$ cat config.mk
export PLATFORM = sky130hd
export DESIGN_NAME = x86_instruction_byte_encoder_flat
export DESIGN_NICKNAME = d
export VERILOG_FILES = /design/src/rtl/xibe_pkg.sv /design/src/rtl/xibe_in_if.sv /design/src/rtl/xibe_out_if.sv /design/src/rtl/xibe_encoder.sv /design/src/rtl/xibe_serializer.sv /design/src/rtl/x86_instruction_byte_encoder.sv /design/src/flat_wrapper.sv
export SDC_FILE = /design/constraint.sdc
export NUM_CORES = 1
export LEC_CHECK = 0
export ABC_AREA = 0
export ABC_CLOCK_PERIOD_IN_PS = 3800
export BUFFER_PORTS_ARGS = -buffer_cell sky130_fd_sc_hd__buf_2
export CAP_MARGIN = 5
export CORE_MARGIN = 3
export CORE_UTILIZATION = 40
export CTS_CLUSTER_DIAMETER = 150
export DETAILED_ROUTE_END_ITERATION = 8
export SLEW_MARGIN = 10
export SYNTH_ARGS = -nofsm -noshare
export SYNTH_HDL_FRONTEND = slang
export SYNTH_HIERARCHICAL = 1
export SYNTH_SLANG_ARGS = --single-unit
$ cat constraint.sdc
create_clock -name clk -period 3.8 [get_ports clk]
set_clock_uncertainty 0.15 [all_clocks]
set_input_delay 0.38 -clock clk [delete_from_list [all_inputs] [get_ports clk]]
set_output_delay 0.38 -clock clk [all_outputs]
set_load 0.005 [all_outputs]
$ cat src/rtl/xibe_pkg.sv
// Package for the x86 instruction byte encoder.
// Holds the command codes, the opcode tables and the encoded-instruction type.
// Has no dependencies; the encoder, serializer, top level and verification files import it.
package xibe_pkg;

    localparam int MaxBytes = 7;

    // Command codes.
    localparam logic [5:0] CMD_PUSH_R     = 6'd0;
    localparam logic [5:0] CMD_PUSH_I8    = 6'd1;
    localparam logic [5:0] CMD_PUSH_I32   = 6'd2;
    localparam logic [5:0] CMD_PUSH_M     = 6'd3;
    localparam logic [5:0] CMD_POP_R      = 6'd4;
    localparam logic [5:0] CMD_MOV_RR     = 6'd5;
    localparam logic [5:0] CMD_LOAD_BD    = 6'd6;
    localparam logic [5:0] CMD_STORE_BD   = 6'd7;
    localparam logic [5:0] CMD_LOAD_FR    = 6'd8;
    localparam logic [5:0] CMD_STORE_FR   = 6'd9;
    localparam logic [5:0] CMD_LOAD_ABS   = 6'd10;
    localparam logic [5:0] CMD_STORE_ABS  = 6'd11;
    localparam logic [5:0] CMD_MOV_RI     = 6'd12;
    localparam logic [5:0] CMD_STORE_BDI  = 6'd13;
    localparam logic [5:0] CMD_ALU_FIRST  = 6'd14;
    localparam logic [5:0] CMD_ALU_LAST   = 6'd23;
    localparam logic [5:0] CMD_INC        = 6'd24;
    localparam logic [5:0] CMD_DEC        = 6'd25;
    localparam logic [5:0] CMD_TEST_RR    = 6'd26;
    localparam logic [5:0] CMD_CMP_RR     = 6'd27;
    localparam logic [5:0] CMD_CMP_RI     = 6'd28;
    localparam logic [5:0] CMD_CALL_M     = 6'd29;
    localparam logic [5:0] CMD_CALL_REL   = 6'd30;
    localparam logic [5:0] CMD_JMP        = 6'd31;
    localparam logic [5:0] CMD_JCC_FIRST  = 6'd32;
    localparam logic [5:0] CMD_JCC_LAST   = 6'd41;
    localparam logic [5:0] CMD_SETCC_FIRST = 6'd42;
    localparam logic [5:0] CMD_SETCC_LAST  = 6'd51;
    localparam logic [5:0] CMD_MOVZX      = 6'd52;
    localparam logic [5:0] CMD_RET        = 6'd53;
    localparam logic [5:0] CMD_RET_IMM    = 6'd54;
    localparam logic [5:0] CMD_LEAVE      = 6'd55;

    // Fixed opcodes.
    localparam logic [7:0] OP_MOV_STORE = 8'h89;
    localparam logic [7:0] OP_MOV_LOAD  = 8'h8B;
    localparam logic [7:0] OP_MOV_MI    = 8'hC7;
    localparam logic [7:0] OP_GRP1_I8   = 8'h80;
    localparam logic [7:0] OP_GRP1_I32  = 8'h81;
    localparam logic [7:0] OP_GRP1_S8   = 8'h83;
    localparam logic [7:0] OP_TWO_BYTE  = 8'h0F;
    localparam logic [7:0] OP_GRP5      = 8'hFF;
    localparam logic [7:0] OP_PUSH_R    = 8'h50;
    localparam logic [7:0] OP_POP_R     = 8'h58;
    localparam logic [7:0] OP_MOV_RI    = 8'hB8;
    localparam logic [7:0] OP_JMP_REL32 = 8'hE9;

    typedef logic [7:0] byte_t;

    typedef struct packed {
        logic [MaxBytes-1:0][7:0] bytes;
        logic [2:0]               len;
    } enc_t;

    function automatic byte_t mrm(input logic [1:0] md, input logic [2:0] rg,
                                  input logic [2:0] rm);
        return {md, rg, rm};
    endfunction

    function automatic logic [2:0] alu_ext(input logic [2:0] a);
        case (a)
            3'd0: return 3'd0;
            3'd1: return 3'd5;
            3'd2: return 3'd1;
            3'd3: return 3'd4;
            3'd4: return 3'd6;
            default: return 3'd0;
        endcase
    endfunction

    function automatic byte_t alu_rr(input logic [2:0] a);
        case (a)
            3'd0: return 8'h01;
            3'd1: return 8'h29;
            3'd2: return 8'h09;
            3'd3: return 8'h21;
            3'd4: return 8'h31;
            default: return 8'h00;
        endcase
    endfunction

    function automatic byte_t alu_al8(input logic [2:0] a);
        case (a)
            3'd0: return 8'h04;
            3'd1: return 8'h2C;
            3'd2: return 8'h0C;
            3'd3: return 8'h24;
            3'd4: return 8'h34;
            default: return 8'h00;
        endcase
    endfunction

    function automatic byte_t alu_eax(input logic [2:0] a);
        case (a)
            3'd0: return 8'h05;
            3'd1: return 8'h2D;
            3'd2: return 8'h0D;
            3'd3: return 8'h25;
            3'd4: return 8'h35;
            default: return 8'h00;
        endcase
    endfunction

    function automatic byte_t cond_code(input logic [3:0] c);
        case (c)
            4'd0: return 8'h74;
            4'd1: return 8'h75;
            4'd2: return 8'h7C;
            4'd3: return 8'h7E;
            4'd4: return 8'h7F;
            4'd5: return 8'h7D;
            4'd6: return 8'h77;
            4'd7: return 8'h73;
            4'd8: return 8'h72;
            4'd9: return 8'h76;
            default: return 8'h00;
        endcase
    endfunction

endpackage

$ cat src/rtl/xibe_in_if.sv
// Request channel of the instruction byte encoder: valid/ready plus request fields.
// Depends on nothing.
interface xibe_in_if;
    logic               valid;
    logic               ready;
    logic [5:0]         command;
    logic [2:0]         reg_a;
    logic [2:0]         reg_b;
    logic signed [31:0] signed_value;
    logic [31:0]        unsigned_value;

    modport source (output valid, command, reg_a, reg_b, signed_value, unsigned_value,
                    input ready);
    modport sink (input valid, command, reg_a, reg_b, signed_value, unsigned_value,
                  output ready);
endinterface

$ cat src/rtl/xibe_out_if.sv
// Byte channel of the instruction byte encoder: valid/ready, code byte and last flag.
// Depends on nothing.
interface xibe_out_if;
    logic       valid;
    logic       ready;
    logic [7:0] code_byte;
    logic       last;

    modport source (output valid, code_byte, last, input ready);
    modport sink (input valid, code_byte, last, output ready);
endinterface

$ cat src/rtl/xibe_encoder.sv
// Combinational encoder: maps one registered request to up to seven code bytes.
// Depends on xibe_pkg.
module xibe_encoder
    import xibe_pkg::*;
(
    input  logic [5:0]  command,
    input  logic [2:0]  reg_a,
    input  logic [2:0]  reg_b,
    input  logic [31:0] signed_value,
    input  logic [31:0] unsigned_value,
    output enc_t        enc
);

    logic       fits_s8;
    logic       fits_u8;
    logic [5:0] alu_off;
    logic [2:0] alu_sel;
    logic [5:0] jcc_off;
    logic [5:0] set_off;
    byte_t      cc_j;
    byte_t      cc_s;
    byte_t      sv8;
    logic [2:0] ext;

    assign fits_s8 = (signed_value[31:7] == '0) || (signed_value[31:7] == '1);
    assign fits_u8 = (signed_value[31:8] == '0);
    assign alu_off = command - CMD_ALU_FIRST;
    assign alu_sel = alu_off[3:1];
    assign jcc_off = command - CMD_JCC_FIRST;
    assign set_off = command - CMD_SETCC_FIRST;
    assign cc_j    = cond_code(jcc_off[3:0]);
    assign cc_s    = cond_code(set_off[3:0]);
    assign sv8     = signed_value[7:0];
    assign ext     = alu_ext(alu_sel);

    always_comb
    begin
        enc.bytes = '0;
        enc.len   = 3'd0;
        case (command) inside
            [CMD_ALU_FIRST:CMD_ALU_LAST]:
            begin
                if (!alu_off[0])
                begin
                    enc.bytes[0] = alu_rr(alu_sel);
                    enc.bytes[1] = mrm(2'd3, reg_b, reg_a);
                    enc.len      = 3'd2;
                end
                else if (reg_a == 3'd0)
                begin
                    if (fits_u8)
                    begin
                        enc.bytes[0] = alu_al8(alu_sel);
                        enc.bytes[1] = sv8;
                        enc.len      = 3'd2;
                    end
                    else
                    begin
                        enc.bytes[0]   = alu_eax(alu_sel);
                        enc.bytes[4:1] = signed_value;
                        enc.len        = 3'd5;
                    end
                end
                else if (fits_u8)
                begin
                    enc.bytes[0] = OP_GRP1_I8;
                    enc.bytes[1] = mrm(2'd3, ext, reg_a);
                    enc.bytes[2] = sv8;
                    enc.len      = 3'd3;
                end
                else
                begin
                    enc.bytes[0]   = OP_GRP1_I32;
                    enc.bytes[1]   = mrm(2'd3, ext, reg_a);
                    enc.bytes[5:2] = signed_value;
                    enc.len        = 3'd6;
                end
            end
            [CMD_JCC_FIRST:CMD_JCC_LAST]:
            begin
                if (fits_s8)
                begin
                    enc.bytes[0] = cc_j;
                    enc.bytes[1] = sv8;
                    enc.len      = 3'd2;
                end
                else
                begin
                    enc.bytes[0]   = OP_TWO_BYTE;
                    enc.bytes[1]   = cc_j + 8'h10;
                    enc.bytes[5:2] = signed_value;
                    enc.len        = 3'd6;
                end
            end
            [CMD_SETCC_FIRST:CMD_SETCC_LAST]:
            begin
                enc.bytes[0] = OP_TWO_BYTE;
                enc.bytes[1] = cc_s + 8'h20;
                enc.bytes[2] = mrm(2'd3, reg_a, reg_a);
                enc.len      = 3'd3;
            end
            CMD_PUSH_R:
            begin
                enc.bytes[0] = OP_PUSH_R | {5'd0, reg_a};
                enc.len      = 3'd1;
            end
            CMD_PUSH_I8:
            begin
                enc.bytes[0] = 8'h6A;
                enc.bytes[1] = unsigned_value[7:0];
                enc.len      = 3'd2;
            end
            CMD_PUSH_I32:
            begin
                enc.bytes[0]   = 8'h68;
                enc.bytes[4:1] = unsigned_value;
                enc.len        = 3'd5;
            end
            CMD_PUSH_M, CMD_CALL_M:
            begin
                enc.bytes[0]   = OP_GRP5;
                enc.bytes[1]   = (command == CMD_PUSH_M) ? 8'h35 : 8'h15;
                enc.bytes[5:2] = unsigned_value;
                enc.len        = 3'd6;
            end
            CMD_POP_R:
            begin
                enc.bytes[0] = OP_POP_R | {5'd0, reg_a};
                enc.len      = 3'd1;
            end
            CMD_MOV_RR, CMD_TEST_RR, CMD_CMP_RR:
            begin
                case (command)
                    CMD_MOV_RR:  enc.bytes[0] = OP_MOV_STORE;
                    CMD_TEST_RR: enc.bytes[0] = 8'h85;
                    default:     enc.bytes[0] = 8'h39;
                endcase
                enc.bytes[1] = mrm(2'd3, reg_b, reg_a);
                enc.len      = 3'd2;
            end
            CMD_LOAD_BD, CMD_STORE_BD, CMD_LOAD_FR, CMD_STORE_FR:
            begin
                logic       short_ok;
                logic [2:0] base;
                short_ok = (command == CMD_LOAD_BD || command == CMD_STORE_BD)
                         ? fits_s8 : fits_u8;
                base     = (command == CMD_LOAD_BD || command == CMD_STORE_BD)
                         ? reg_b : 3'd5;
                enc.bytes[0] = (command == CMD_LOAD_BD || command == CMD_LOAD_FR)
                             ? OP_MOV_LOAD : OP_MOV_STORE;
                if (short_ok)
                begin
                    enc.bytes[1] = mrm(2'd1, reg_a, base);
                    enc.bytes[2] = sv8;
                    enc.len      = 3'd3;
                end
                else
                begin
                    enc.bytes[1]   = mrm(2'd2, reg_a, base);
                    enc.bytes[5:2] = signed_value;
                    enc.len        = 3'd6;
                end
            end
            CMD_LOAD_ABS, CMD_STORE_ABS:
            begin
                if (reg_a == 3'd0)
                begin
                    enc.bytes[0]   = (command == CMD_LOAD_ABS) ? 8'hA1 : 8'hA3;
                    enc.bytes[4:1] = unsigned_value;
                    enc.len        = 3'd5;
                end
                else
                begin
                    enc.bytes[0]   = (command == CMD_LOAD_ABS) ? OP_MOV_LOAD : OP_MOV_STORE;
                    enc.bytes[1]   = mrm(2'd0, reg_a, 3'd5);
                    enc.bytes[5:2] = unsigned_value;
                    enc.len        = 3'd6;
                end
            end
            CMD_MOV_RI:
            begin
                enc.bytes[0]   = OP_MOV_RI | {5'd0, reg_a};
                enc.bytes[4:1] = unsigned_value;
                enc.len        = 3'd5;
            end
            CMD_STORE_BDI:
            begin
                enc.bytes[0]   = OP_MOV_MI;
                enc.bytes[1]   = mrm(2'd1, 3'd0, reg_b);
                enc.bytes[2]   = sv8;
                enc.bytes[6:3] = unsigned_value;
                enc.len        = 3'd7;
            end
            CMD_INC, CMD_DEC:
            begin
                enc.bytes[0] = ((command == CMD_INC) ? 8'h40 : 8'h48) | {5'd0, reg_a};
                enc.len      = 3'd1;
            end
            CMD_CMP_RI:
            begin
                if (reg_a == 3'd0)
                begin
                    enc.bytes[0]   = 8'h3D;
                    enc.bytes[4:1] = signed_value;
                    enc.len        = 3'd5;
                end
                else if (fits_s8)
                begin
                    enc.bytes[0] = OP_GRP1_S8;
                    enc.bytes[1] = mrm(2'd3, 3'd7, reg_a);
                    enc.bytes[2] = sv8;
                    enc.len      = 3'd3;
                end
                else
                begin
                    enc.bytes[0]   = OP_GRP1_I32;
                    enc.bytes[1]   = mrm(2'd3, 3'd7, reg_a);
                    enc.bytes[5:2] = signed_value;
                    enc.len        = 3'd6;
                end
            end
            CMD_CALL_REL:
            begin
                enc.bytes[0]   = 8'hE8;
                enc.bytes[4:1] = signed_value;
                enc.len        = 3'd5;
            end
            CMD_JMP:
            begin
                if (fits_s8)
                begin
                    enc.bytes[0] = 8'hEB;
                    enc.bytes[1] = sv8;
                    enc.len      = 3'd2;
                end
                else
                begin
                    enc.bytes[0]   = OP_JMP_REL32;
                    enc.bytes[4:1] = signed_value;
                    enc.len        = 3'd5;
                end
            end
            CMD_MOVZX:
            begin
                enc.bytes[0] = OP_TWO_BYTE;
                enc.bytes[1] = 8'hB6;
                enc.bytes[2] = mrm(2'd3, reg_b, reg_a);
                enc.len      = 3'd3;
            end
            CMD_RET:
            begin
                enc.bytes[0] = 8'hC3;
                enc.len      = 3'd1;
            end
            CMD_RET_IMM:
            begin
                enc.bytes[0]   = 8'hC2;
                enc.bytes[2:1] = unsigned_value[15:0];
                enc.len        = 3'd3;
            end
            CMD_LEAVE:
            begin
                enc.bytes[0] = 8'hC9;
                enc.len      = 3'd1;
            end
            default:
            begin
                // unknown command: no bytes
                enc.len = 3'd0;
            end
        endcase
    end

endmodule

$ cat src/rtl/xibe_serializer.sv
// Byte serializer: holds one encoded instruction and shifts it out a beat at a time.
// Depends on xibe_pkg and xibe_out_if.
module xibe_serializer
    import xibe_pkg::*;
(
    input  logic        clk,
    input  logic        rst_n,
    input  logic        load,
    input  enc_t        enc,
    output logic        free,
    xibe_out_if.source  code
);

    logic [MaxBytes-1:0][7:0] buf_reg;
    logic [MaxBytes-1:0][7:0] buf_next;
    logic [2:0]               rem_reg;
    logic [2:0]               rem_next;
    logic                     beat;

    assign beat = code.valid && code.ready;
    // free for a new instruction when empty, or once the final byte leaves this cycle
    assign free = (rem_reg == 3'd0) || (beat && rem_reg == 3'd1);

    assign code.valid     = (rem_reg != 3'd0);
    assign code.code_byte = buf_reg[0];
    assign code.last      = (rem_reg == 3'd1);

    always_comb
    begin
        buf_next = buf_reg;
        rem_next = rem_reg;
        if (load)
        begin
            buf_next = enc.bytes;
            rem_next = enc.len;
        end
        else if (beat)
        begin
            // advance to the next byte
            buf_next = buf_reg >> 8;
            rem_next = rem_reg - 3'd1;
        end
    end

    always_ff @(posedge clk or negedge rst_n)
    begin
        if (!rst_n)
        begin
            rem_reg <= 3'd0;
        end
        else
        begin
            rem_reg <= rem_next;
        end
    end

    always_ff @(posedge clk)
    begin
        buf_reg <= buf_next;
    end

endmodule

$ cat src/rtl/x86_instruction_byte_encoder.sv
// Top level of the x86 instruction byte encoder: input register, encoder, serializer.
// Depends on xibe_pkg, xibe_in_if, xibe_out_if, xibe_encoder and xibe_serializer.

// Takes one instruction request per beat on instr and emits its 32-bit x86 machine
// code on code, one byte per beat in emission order, with last set on the final
// byte; an instruction is 1 to 7 bytes and unknown commands (56 to 63) emit nothing.
// A request is held in an input register, encoded by combinational logic and loaded
// into a 7-byte shift register that drives the output. An instruction holds the output
// until all of its bytes have been taken; a zero-byte request is loaded but emits
// nothing. The next request is accepted while the current one is still shifting
// out, and the load follows the final byte with no gap. A request passes through
// the input register and then the shift register before its first byte appears.
module x86_instruction_byte_encoder
    import xibe_pkg::*;
(
    input  logic       clk,
    input  logic       rst_n,
    xibe_in_if.sink    instr,
    xibe_out_if.source code
);

    logic        valid_reg;
    logic        valid_next;
    logic [5:0]  command_reg;
    logic [2:0]  reg_a_reg;
    logic [2:0]  reg_b_reg;
    logic [31:0] signed_value_reg;
    logic [31:0] unsigned_value_reg;
    logic        ser_free;
    logic        move;
    logic        take;
    enc_t        enc;

    assign move        = valid_reg && ser_free;
    assign instr.ready = !valid_reg || ser_free;
    assign take        = instr.valid && instr.ready;

    always_comb
    begin
        valid_next = valid_reg;
        if (take)
        begin
            valid_next = 1'b1;
        end
        else if (move)
        begin
            valid_next = 1'b0;
        end
    end

    always_ff @(posedge clk or negedge rst_n)
    begin
        if (!rst_n)
        begin
            valid_reg <= 1'b0;
        end
        else
        begin
            valid_reg <= valid_next;
        end
    end

    always_ff @(posedge clk)
    begin
        if (take)
        begin
            command_reg        <= instr.command;
            reg_a_reg          <= instr.reg_a;
            reg_b_reg          <= instr.reg_b;
            signed_value_reg   <= instr.signed_value;
            unsigned_value_reg <= instr.unsigned_value;
        end
    end

    xibe_encoder u_encoder (
        .command        (command_reg),
        .reg_a          (reg_a_reg),
        .reg_b          (reg_b_reg),
        .signed_value   (signed_value_reg),
        .unsigned_value (unsigned_value_reg),
        .enc            (enc)
    );

    xibe_serializer u_serializer (
        .clk   (clk),
        .rst_n (rst_n),
        .load  (move),
        .enc   (enc),
        .free  (ser_free),
        .code  (code)
    );

endmodule

$ cat src/flat_wrapper.sv
// flat-port wrapper written by rule: the top's interface ports become plain ports
module x86_instruction_byte_encoder_flat import xibe_pkg::*;
  (clk, rst_n, instr_valid, instr_command, instr_reg_a, instr_reg_b, instr_signed_value, instr_unsigned_value, instr_ready, code_valid, code_code_byte, code_last, code_ready);
  xibe_in_if instr_i ();
  xibe_out_if code_i ();
  input  logic clk;
  input  logic rst_n;
  input wire logic [$bits(instr_i.valid)-1:0] instr_valid;
  input wire logic [$bits(instr_i.command)-1:0] instr_command;
  input wire logic [$bits(instr_i.reg_a)-1:0] instr_reg_a;
  input wire logic [$bits(instr_i.reg_b)-1:0] instr_reg_b;
  input wire logic [$bits(instr_i.signed_value)-1:0] instr_signed_value;
  input wire logic [$bits(instr_i.unsigned_value)-1:0] instr_unsigned_value;
  output wire logic [$bits(instr_i.ready)-1:0] instr_ready;
  output wire logic [$bits(code_i.valid)-1:0] code_valid;
  output wire logic [$bits(code_i.code_byte)-1:0] code_code_byte;
  output wire logic [$bits(code_i.last)-1:0] code_last;
  input wire logic [$bits(code_i.ready)-1:0] code_ready;
  assign instr_i.valid = instr_valid;
  assign instr_i.command = instr_command;
  assign instr_i.reg_a = instr_reg_a;
  assign instr_i.reg_b = instr_reg_b;
  assign instr_i.signed_value = instr_signed_value;
  assign instr_i.unsigned_value = instr_unsigned_value;
  assign instr_ready = instr_i.ready;
  assign code_valid = code_i.valid;
  assign code_code_byte = code_i.code_byte;
  assign code_last = code_i.last;
  assign code_i.ready = code_ready;
  x86_instruction_byte_encoder u_core (.clk(clk), .rst_n(rst_n), .instr(instr_i), .code(code_i));
endmodule
==> insert_results.sql <==
INSERT INTO impl_metrics (metric_group, metric, value, unit) VALUES
('sta', 'postLayoutSetupSlackWorst', '0.210', 'ns'),
('global_route', 'grt_start_max_net_pins', '77', ''),
('cts', 'cts_max_level', '4', ''),
('drt', 'drt_iter0_drc', '1584', ''),
('synth', 'synth_sequential_area_ratio', '40.2', '%'),
('sta', 'unrepaired_setup_endpoints_after_global_routing', 'no', ''),
('global_route', 'grt_util_all_layers', '31.6', '%'),
('power', 'power_density', '696', 'mW/mm²'),
('synth', 'net_count_of_the_mapped_netlist', '1141', ''),
('cts', 'maximum_root_to_sink_buffer_count', '2', ''),
('floorplan', 'die_area', '0.0272', 'mm²'),
('floorplan', 'die_x', '165', 'µm'),
('setup_path', 'critical_path_peak_fanout', '25', ''),
('floorplan', 'initial_core_util', '41.1', '%'),
('setup_path', 'worst_path_largest_cell_delay', '0.73', 'ns'),
('drt', 'route.detailed.wl_per_inst', '27.5', 'µm'),
('cts', 'path_clk_slew', '0.07', 'ns'),
('power', 'worst_ir_drop_vdd', '0.358', 'mV'),
('placement', 'routabilityCongestion', '1.03', ''),
('sta', 'maxSlewViolCount', '0', ''),
('synth', 'synthFlopType', 'sky130_fd_sc_hd__edfxtp_1', ''),
('synth', 'synth_edf_count', '132', ''),
('synth', 'ys.warnings.count', '6', ''),
('run', 'cap_violations', '0', ''),
('power', 'power', '8.72', 'mW'),
('setup_path', 'worst-endpoint-arrival', '3.74', 'ns'),
('cts', 'cts_buffers', '17', ''),
('global_route', 'grt_antenna_before_repair', '0', ''),
('placement', 'port-buffer-count', '90', ''),
('sta', 'final_hold_violation_count', '0', ''),
('layout', 'finalInstanceArea', '0.0125', 'mm²'),
('global_route', 'grt_pass1_wl', '64000', 'µm'),
('status', 'outcome', 'finished clean', ''),
('sta', 'timing.slew.headroom', '20.2', '%'),
('synth', 'netlist-cell-type-count', '101', ''),
('synth', 'mean_instance_size_in_the_synthesized_netlist', '9.65', 'µm²'),
('synth', 'post_synth_inst_count', '1048', ''),
('placement', 'dp_slack', '0.169', 'ns'),
('drt', 'first_pass_iters', '8', ''),
('global_route', 'met1_usage_grt', '40.8', '%'),
('placement', 'post_dp_cell_area', '0.0112', 'mm²'),
('synth', 'syn-cell-area', '0.0101', 'mm²'),
('layout', 'post_route_cells_drive_above_1_share', '24.0', '%'),
('sta', 'tightest_slew', '1.19', 'ns'),
('sta', 'final_period_minus_worst_setup_slack', '3.59', 'ns'),
('floorplan', 'rows', '57', ''),
('global_route', 'grt_overflow_total', '0', ''),
('layout', 'finish.utilization', '50.9', '%'),
('synth', 'yosys_reg_bits', '136', ''),
('global_route', 'groute.layer.met2.usage', '48.9', '%'),
('global_route', 'vias_in_the_first_global_route', '10000', ''),
('floorplan', 'placeableCoreArea', '0.0246', 'mm²'),
('setup_path', 'worstSetupPathType', 'flop to flop', ''),
('setup_path', 'worstSetupEndpointType', 'flop', ''),
('cts', 'clkLatencyLatePin', '0.43', 'ns'),
('setup_path', 'crit_slowest_cell', 'sky130_fd_sc_hd__edfxtp_1', ''),
('sta', 'tns_setup', '0', 'ns'),
('placement', 'place_hpwl', '30000', 'µm'),
('layout', 'areaGrowthSynthToFinish', '23.9', '%'),
('drt', 'vias_per_cell', '6.61', ''),
('drt', 'number_of_nets_still_failing_antenna_checks_after_routing', '0', ''),
('global_route', 'grt_util_met3', '6.75', '%'),
('hold_path', 'min_path_type', 'primary input to async pin', ''),
('sta', 'post-route-period-util', '94.5', '%'),
('layout', 'antenna_cells', '0', ''),
('layout', 'layout.nets', '1311', ''),
('setup_path', 'cp_data_required_time', '3.95', 'ns'),
('drt', 'route.detailed.drc', '0', ''),
('sta', 'setup_viol', '0', ''),
('global_route', 'top_usage_layer', 'met2', ''),
('setup_path', 'timing.critical_path.cells', 'buf_4, and4bb_2, nand2_1, nand2_1, a22o_1, a311oi_1, o311ai_1, buf_4, mux2_4', ''),
('floorplan', 'floorplan.die.height', '165', 'µm'),
('layout', 'largest_register_ff_count', '48', ''),
('cts', 'clock_tree.root_cell', 'sky130_fd_sc_hd__clkbuf_16', ''),
('synth', 'async_s_r_ff_share_synth', '2.94', '%'),
('cts', 'clock-sinks', '136', ''),
('floorplan', 'io_pins', '91', ''),
('drt', 'overall_via_count_from_detail_route', '10300', ''),
('setup_path', 'critical_path.startpoint_type', 'flop', ''),
('cts', 'tritoncts', 'done', ''),
('sta', 'fmax', '279', 'MHz'),
('drt', 'drt_wl_total', '42700', 'µm'),
('power', 'static-leakage-power', '4.95', 'nW');
## path summary, 6_finish.rpt
check	from	endpoint	slack [ns]	cells past startpoint
worst max-delay path	u_core/command_reg[3]	u_core/u_serializer/buf_reg[20]	0.21	9
worst min register to register	u_core/valid_reg	u_core/valid_reg	0.39	2
max in group asynchronous	rst_n	u_core/u_serializer/rem_reg[1]	3.24	2
worst max register to register	u_core/command_reg[3]	u_core/u_serializer/buf_reg[20]	0.21	9
min in group clk	code_ready	u_core/u_serializer/rem_reg[1]	0.23	3
worst min-delay path	rst_n	u_core/u_serializer/rem_reg[0]	0.14	2
## cells in the final DEF, fill, tap and decap left out, drive strengths merged, types with 16 or more instances in the layout
cell         netlist  routed
clkbuf            53      17
mux2              52      52
edfxtp           132     132
o21ai             81      81
a21o              22      22
nor2              73      73
a21oi             55      55
o22ai             17      17
a221oi            25      25
dlygate4sd3        0      78
inv               21      30
nand2             93      93
nor3              20      20
a211oi            16      16
nand3             35      35
buf               44     170
a31oi             16      16
## power breakdown
| group | leakage (nW) | total, mW | internal (mW) | switching (mW) |
|---|---|---|---|---|
| logic | 3.35 | 3.93 | 1.74 | 2.20 |
| clock network | 0.277 | 1.68 | 0.926 | 0.750 |
| registers | 1.33 | 3.11 | 2.51 | 0.599 |
| total | 4.95 | 8.72 | 5.17 | 3.55 |
## cells in the mapped netlist, types with 15 or more instances
master / instances / share of area, %
sky130_fd_sc_hd__nand3_1: 35 / 1.7
sky130_fd_sc_hd__edfxtp_1: 132 / 39
sky130_fd_sc_hd__mux2_2: 15 / 1.7
sky130_fd_sc_hd__a21o_1: 22 / 1.6
sky130_fd_sc_hd__a31oi_1: 16 / 0.99
sky130_fd_sc_hd__nor2_1: 71 / 2.6
sky130_fd_sc_hd__o21ai_0: 77 / 3.8
sky130_fd_sc_hd__clkbuf_1: 52 / 1.9
sky130_fd_sc_hd__buf_2: 22 / 1.1
sky130_fd_sc_hd__nand2_1: 91 / 3.4
sky130_fd_sc_hd__mux2_4: 37 / 5.5
sky130_fd_sc_hd__a21oi_1: 55 / 2.7
sky130_fd_sc_hd__a221oi_1: 25 / 2.2
sky130_fd_sc_hd__inv_1: 19 / 0.71
sky130_fd_sc_hd__o22ai_1: 17 / 1.1
sky130_fd_sc_hd__a211oi_1: 15 / 1.1
sky130_fd_sc_hd__nor3_1: 18 / 0.89
## final cells by class
type / instances / area, µm²
fill: 2323 / 12100
multi-input combinational: 792 / 5490
sequential: 136 / 4060
timing repair buffer: 248 / 1890
clock buffer: 17 / 425
tap: 324 / 405
clock inverter: 15 / 153
inverter: 23 / 88.8
## cell families (layout without fill, tap and decap cells)
kind of cell / after synthesis / count (layout) / synth area share, %
multiplexers: 61 / 61 / 8.06
XOR/XNOR: 4 / 4 / 0.346
flip-flops: 136 / 136 / 40.2
adder cells (fa/ha/maj): 16 / 16 / 1.91
AND/OR/NAND/NOR: 325 / 325 / 16.6
AO/OA/AOI/OAI: 386 / 386 / 27.3
buffers and inverters: 120 / 303 / 5.54
## metrics by stage
stage / hold WS (ns) / instances
2_1_floorplan: -0.0656 / 1048
3_3_place_gp: 0.0435 / 1445
3_5_place_dp: 0.0425 / 1445
4_1_cts: 0.115 / 1555
5_1_grt: 0.134 / 1555
6_report: 0.136 / 1555
## worst max-delay path: cells and delay by family, from the launching register on
family	cells	cell delay (ns)
AOI/OAI and AO/OA	3	0.82
buffers and inverters	2	0.60
DFF	1	0.73
muxes	1	0.13
and+or+nand+nor	3	1.02
## layer usage
layer	wire length (µm)	part of all wire [%]
met4	2910	6.8
met2	19000	45
met3	4260	10
met1	16500	39
met5	0	0
## what timing repair did
item | in CTS | in global routing
setup buffers | 0 | 0
hold buffers | 78 | 0
hold endpoints to repair | 81 | 0
resized for setup | 0 | 1
setup endpoints to repair | 0 | 1
(Power assumes the default switching activity.)
